--- src/sv/rog_pkg.sv ---
package rog_pkg;

   // grid geometry and count width
   localparam int GRID_WIDTH  = 128;
   localparam int GRID_HEIGHT = 128;
   localparam int COUNT_BITS  = 8;

   // transaction field widths
   localparam int FUNC_BITS = 3;
   localparam int POS_BITS  = 9;

   // memory layout: row-major with each row padded to a power of two
   localparam int X_BITS    = $clog2(GRID_WIDTH);
   localparam int Y_BITS    = $clog2(GRID_HEIGHT);
   localparam int ADDR_BITS = X_BITS + Y_BITS;
   localparam int DEPTH     = 1 << ADDR_BITS;

   // scan index must also hold the grid size itself
   localparam int SCAN_BITS = ((X_BITS > Y_BITS) ? X_BITS : Y_BITS) + 1;

   localparam logic [COUNT_BITS-1:0] COUNT_MAX = '1;

   typedef enum logic [FUNC_BITS-1:0] {
      FUNC_POPULATE   = 3'd0,
      FUNC_DEPOPULATE = 3'd1,
      FUNC_QUERY      = 3'd2,
      FUNC_FREE_X     = 3'd3,
      FUNC_FREE_Y     = 3'd4,
      FUNC_CLEAR      = 3'd5
   } func_type;

   typedef enum logic [1:0] {
      SEL_RECT,
      SEL_LO,
      SEL_HI,
      SEL_WIPE
   } addr_sel_type;

   typedef enum logic [3:0] {
      ST_INIT,
      ST_IDLE,
      ST_DISPATCH,
      ST_RECT_RD,
      ST_RECT_WR,
      ST_QUERY_RD,
      ST_LO_TEST,
      ST_LO_CHK,
      ST_HI_TEST,
      ST_HI_CHK,
      ST_WIPE,
      ST_DONE
   } state_type;

   typedef struct packed {
      logic         load;
      logic         mem_rd;
      logic         mem_wr;
      addr_sel_type addr_sel;
      logic         rect_init;
      logic         rect_step;
      logic         scan_init;
      logic         lo_dec;
      logic         hi_inc;
      logic         wipe_step;
      logic         out_load;
   } ctl_cmd_type;

   typedef struct packed {
      logic [FUNC_BITS-1:0] func;
      logic                 rect_ok;
      logic                 start_ok;
      logic                 rect_last;
      logic                 lo_zero;
      logic                 hi_end;
      logic                 cell_zero;
      logic                 wipe_last;
      logic                 out_free;
   } ctl_status_type;

endpackage

--- src/sv/rog_ctrl.sv ---
module rog_ctrl import rog_pkg::*; (
   input  logic           clock,
   input  logic           reset,
   input  logic           req_valid,
   output logic           req_ready,
   input  ctl_status_type status,
   output ctl_cmd_type    cmd
);

   state_type state_ff;
   state_type state_in;

   // hold state; start with the clearing sweep
   always_ff @(posedge clock) begin
      if (reset) begin
         state_ff <= ST_INIT;
      end else begin
         state_ff <= state_in;
      end
   end

   // next state
   always_comb begin
      state_in = state_ff;
      case (state_ff)
         ST_INIT: begin
            if (status.wipe_last) state_in = ST_IDLE;
         end
         ST_IDLE: begin
            if (req_valid) state_in = ST_DISPATCH;
         end
         ST_DISPATCH: begin
            case (status.func)
               FUNC_POPULATE, FUNC_DEPOPULATE: begin
                  state_in = status.rect_ok ? ST_RECT_RD : ST_DONE;
               end
               FUNC_QUERY:              state_in = ST_QUERY_RD;
               FUNC_FREE_X, FUNC_FREE_Y: begin
                  state_in = status.start_ok ? ST_LO_TEST : ST_DONE;
               end
               FUNC_CLEAR:              state_in = ST_WIPE;
               default:                 state_in = ST_DONE;
            endcase
         end
         ST_RECT_RD:  state_in = ST_RECT_WR;
         ST_RECT_WR: begin
            state_in = status.rect_last ? ST_DONE : ST_RECT_RD;
         end
         ST_QUERY_RD: state_in = ST_DONE;
         ST_LO_TEST: begin
            state_in = status.lo_zero ? ST_HI_TEST : ST_LO_CHK;
         end
         ST_LO_CHK: begin
            state_in = status.cell_zero ? ST_HI_TEST : ST_LO_TEST;
         end
         ST_HI_TEST: begin
            state_in = status.hi_end ? ST_DONE : ST_HI_CHK;
         end
         ST_HI_CHK: begin
            state_in = status.cell_zero ? ST_DONE : ST_HI_TEST;
         end
         ST_WIPE: begin
            if (status.wipe_last) state_in = ST_DONE;
         end
         ST_DONE: begin
            if (status.out_free) state_in = ST_IDLE;
         end
         default: state_in = ST_INIT;
      endcase
   end

   // outputs
   always_comb begin
      cmd       = '0;
      cmd.addr_sel = SEL_RECT;
      req_ready = 1'b0;
      case (state_ff)
         ST_INIT: begin
            cmd.mem_wr    = 1'b1;
            cmd.addr_sel  = SEL_WIPE;
            cmd.wipe_step = 1'b1;
         end
         ST_IDLE: begin
            req_ready = 1'b1;
            cmd.load  = req_valid;
         end
         ST_DISPATCH: begin
            cmd.rect_init = 1'b1;
            cmd.scan_init = 1'b1;
         end
         ST_RECT_RD, ST_QUERY_RD: begin
            cmd.mem_rd = 1'b1;
         end
         ST_RECT_WR: begin
            cmd.mem_wr    = 1'b1;
            cmd.rect_step = !status.rect_last;
         end
         ST_LO_TEST: begin
            cmd.mem_rd   = !status.lo_zero;
            cmd.addr_sel = SEL_LO;
         end
         ST_LO_CHK: begin
            cmd.lo_dec = !status.cell_zero;
         end
         ST_HI_TEST: begin
            cmd.mem_rd   = !status.hi_end;
            cmd.addr_sel = SEL_HI;
         end
         ST_HI_CHK: begin
            cmd.hi_inc = !status.cell_zero;
         end
         ST_WIPE: begin
            cmd.mem_wr    = 1'b1;
            cmd.addr_sel  = SEL_WIPE;
            cmd.wipe_step = 1'b1;
         end
         ST_DONE: begin
            cmd.out_load = status.out_free;
         end
         default: begin
            cmd = '0;
         end
      endcase
   end

   // a transaction is taken only when the datapath is told to capture it
   a_load_on_accept: assert property (@(posedge clock) disable iff (reset)
      (req_valid && req_ready) |-> cmd.load)
      else $error("accepted transaction not captured");

   // a sweep always runs to its end before anything else happens
   a_wipe_continues: assert property (@(posedge clock) disable iff (reset)
      (state_ff == ST_WIPE && !status.wipe_last) |=> state_ff == ST_WIPE)
      else $error("clear sweep cut short");

   // a result is loaded only into a free output register
   a_out_free: assert property (@(posedge clock) disable iff (reset)
      cmd.out_load |-> status.out_free)
      else $error("result overwrote a pending result");

endmodule

--- config.mk ---
export PLATFORM = sky130hd
export DESIGN_NAME = rog_ctrl
export DESIGN_NICKNAME = d
export VERILOG_FILES = /design/src/sv/rog_pkg.sv /design/src/sv/rog_ctrl.sv
export SDC_FILE = /design/constraint.sdc
export NUM_CORES = 1
export LEC_CHECK = 0
export BUFFER_PORTS_ARGS = -buffer_cell sky130_fd_sc_hd__buf_2
export CAP_MARGIN = 20
export CORE_MARGIN = 2
export CORE_UTILIZATION = 45
export CTS_BUF_LIST = sky130_fd_sc_hd__clkbuf_4 sky130_fd_sc_hd__clkbuf_8
export DETAILED_ROUTE_END_ITERATION = 10
export PLACE_DENSITY_LB_ADDON = 0.15
export SETUP_SLACK_MARGIN = 0.2
export SLEW_MARGIN = 20
export SYNTH_ARGS = -nofsm -noshare
export SYNTH_HDL_FRONTEND = slang
export SYNTH_SLANG_ARGS = --single-unit
--- constraint.sdc ---
create_clock -name clock -period 2 [get_ports clock]
set_clock_uncertainty 0.15 [all_clocks]
set_input_delay 0.2 -clock clock [delete_from_list [all_inputs] [get_ports clock]]
set_output_delay 0.2 -clock clock [all_outputs]
set_load 0.05 [all_outputs]
==> impl_results.md <==
- Crit path capture: cmd[10]
- Cell Chain, Critical Path: or3_1 > a311o_1 > o41ai_2 > buf_4
- Sequential cell area: 88.8 sq um
- I/O pin count: 27
- Register area share after synthesis: between 10% and 20%
- Worst rel slew slack: 72.1%
- Reg2Reg Setup Slack: roughly 0.43 ns
- CTS tree: yes
- Crit path buffers/inverters: 1
- FP Rows: 13
- Avg Cell Area, Syn: a little under 7 sq um
- Root buffer cell: clkbuf_4
- Static leakage: 0.369 nW
- Drt wl/cell: 12.9 microns
- Critical path class: flip-flop to primary output
- Clock transition at path regs: 0.04 ns
- Crit path max-delay family: simple AND/OR/NAND/NOR gates
- Pwr/cell area: 1860 mW/mm^2
- First-pass GRT wire length: ~2400 microns
- CTS max path bufs: 2
- Die footprint: 0.00165 sq mm
- Max-capacitance violation count: 0
- Synth top area share: a little over an eighth
- Largest register FFs: 4
- CTS Sinks: 4
- Tot GR Track Use: 21.2%
- Run status: complete, no violations
- Synth Cell Area: 603 sq um
- PnR worst setup slack: 0.118 ns
- Crit path DAT: roughly 1.5 ns
- Fill count: 107
- Drt first pass iters: 4
- Mapped Nets: 101
- Unique cell type count in the Yosys netlist: 37
- Post-Route WL: 1690 microns
- CP required: 1.65 ns
- Unrepaired setup endpoints after global routing: yes
- Commonest non-fill, non-tap cell in the layout: buf_2
- Core area: 0.00127 sq mm
- Fin util: 67.9%
- IO Port Bufs: 26
- 1st-iter DRT viols: 31
- Inst Count DP: 125
- Max Fclk: 531 MHz
- Non-Filler Instances: 131
- Commonest cells after routing, fill and taps aside: buf_2, buf_4, nand2_1, nor2_1, o21ai_0
- Crit Path Max Fanout: 4
- Routability Congestion: ~0.83
- Reg2reg start: state_ff[0]
- Layout Nets: 132
- Initial Utilization: 47.5%
- Critical R2R Capture: state_ff[0]
- Vias per Instance: between 5 and 6
- Final setup vio count: 0
- Peak supply drop: 1.26 mV
- Biggest regs: state_ff (4)
- Post-Syn Instances: 87
- Crit. path cell count: 4
- Vias in the first global route: 561
- Worst r2r path cells: 5
- Worst path slowest cell: or3_1
- Largest Register: state_ff
- Largest stage delay on the critical path: 0.36 ns
- DR vias: 783
- Setup crit end kind: primary output
- DRC Markers: 0
- Pins Over Slew Limit: 0
- Warnings, synthesis: 0
- Initial antenna violation count: 0
- Area growth from synthesis to layout: 42.9%
- Post-cts hold buffer count: 0
- HP Class: primary input to flip-flop
- Final ANT Viol Nets: 0
- DIE WIDTH: 40.6 microns
- Synth area leaders: dfxtp_1, nor3_1, o21ai_0, nand2_1, buf_6
- Synth area leader: dfxtp_1
- Share of cells above drive strength 1: between 40% and 50%
- Critical path origin: state_ff[0]
- Largest net degree at the start of global routing: 19
- Die Height: 40.6 microns
- Final worst path period share: 94.1%
- Multi-input gate area: 494 sq um
- Measured slew at the worst slew-check pin: 0.416 ns
- Final Hold Viols: 0
- Worst-skew pair later-pin latency: between 0.2 and 0.25 ns
- Ant. Diodes: 0
- Setup WS pre-CTS: 0.198 ns
- H-tree depth: 1
- FF+latch count, synth: 4
- Cts bufs inserted: 3
- Crit path launch type: flip-flop
- Remaining global-route overflow: 0
- Fin crit period: roughly 1.9 ns
- Final HPWL DP: around 1200 microns
==> kinds of logic (layout without fill, tap and decap cells) <==
family / after synthesis / count (layout) / synth area share, %
mux: 2 / 2 / 3.32
xor+xnor: 1 / 1 / 1.45
buf+inv: 11 / 40 / 13.3
simple gates: 39 / 39 / 35.3
flops: 4 / 4 / 13.3
compound gates: 30 / 30 / 33.4
==> final cells by class <==
cell class                      instances  area share (%)
Multi-Input combinational cell         72            57.3
Timing Repair Buffer                   34            25.7
Sequential cell                         4            10.3
Clock buffer                            3            2.61
Tap cell                               15            2.18
Inverter                                3            1.89
==> power by group <==
group	switching, mW	internal (mW)	total, mW
sequential	0.0639	0.122	0.186
clock	0.0338	0.0672	0.101
combinational	0.872	0.444	1.32
==> cells in the mapped netlist (all sizes together) <==
cell type,count
nor3,10
nand2,9
buf,8
nor2,8
o21ai,8
a21oi,6
dfxtp,4
a31oi,3
inv,3
a211oi,2
a22oi,2
mux2i,2
nand3b,2
o41ai,2
a311o,1
and2,1
and3,1
and3b,1
nand2b,1
nand3,1
nand4b,1
nor2b,1
nor4,1
nor4b,1
o211a,1
o211ai,1
o21a,1
o22a,1
o22ai,1
o31ai,1
or3,1
xor2,1
==> through the flow <==
step	hold slack, ns	power, mW	TNS [ns]	instance area, sq um
finish	0.0278	1.60	0	862
detailed placement	0.263	1.39	0	774
floorplan	0.122	1.23	-0.0269	658
global placement	0.264	1.39	0	774
global route	0.0178	1.70	0	862
CTS	0.0180	1.58	0	838
==> routing by layer <==
| metal | wire length (microns) | GRT usage, % |
|---|---|---|
| met5 | 0 | 0 |
| met4 | 30 | 10.0 |
| met3 | 105 | 3.26 |
| met2 | 814 | 32.9 |
| met1 | 740 | 28.3 |
==> worst min-delay path by stage <==
| stage | from | to | slack, ns | cells past startpoint |
|---|---|---|---|---|
| floorplan | reset | state_ff[2] | 0.12 | 1 |
| global placement | reset | state_ff[2] | 0.26 | 2 |
| detailed placement | reset | state_ff[2] | 0.26 | 2 |
| CTS | reset | state_ff[2] | 0.02 | 2 |
| global route | reset | state_ff[2] | 0.02 | 2 |
| finish | reset | state_ff[2] | 0.03 | 2 |
==> what timing repair did <==
item / CTS / global route
resized for setup: 10 / 5
pin swaps: 2 / 1
hold endpoints to repair: 0 / 0
setup endpoints to repair: 11 / 8
setup buffers: 2 / 1
(Power assumes the default switching activity.)
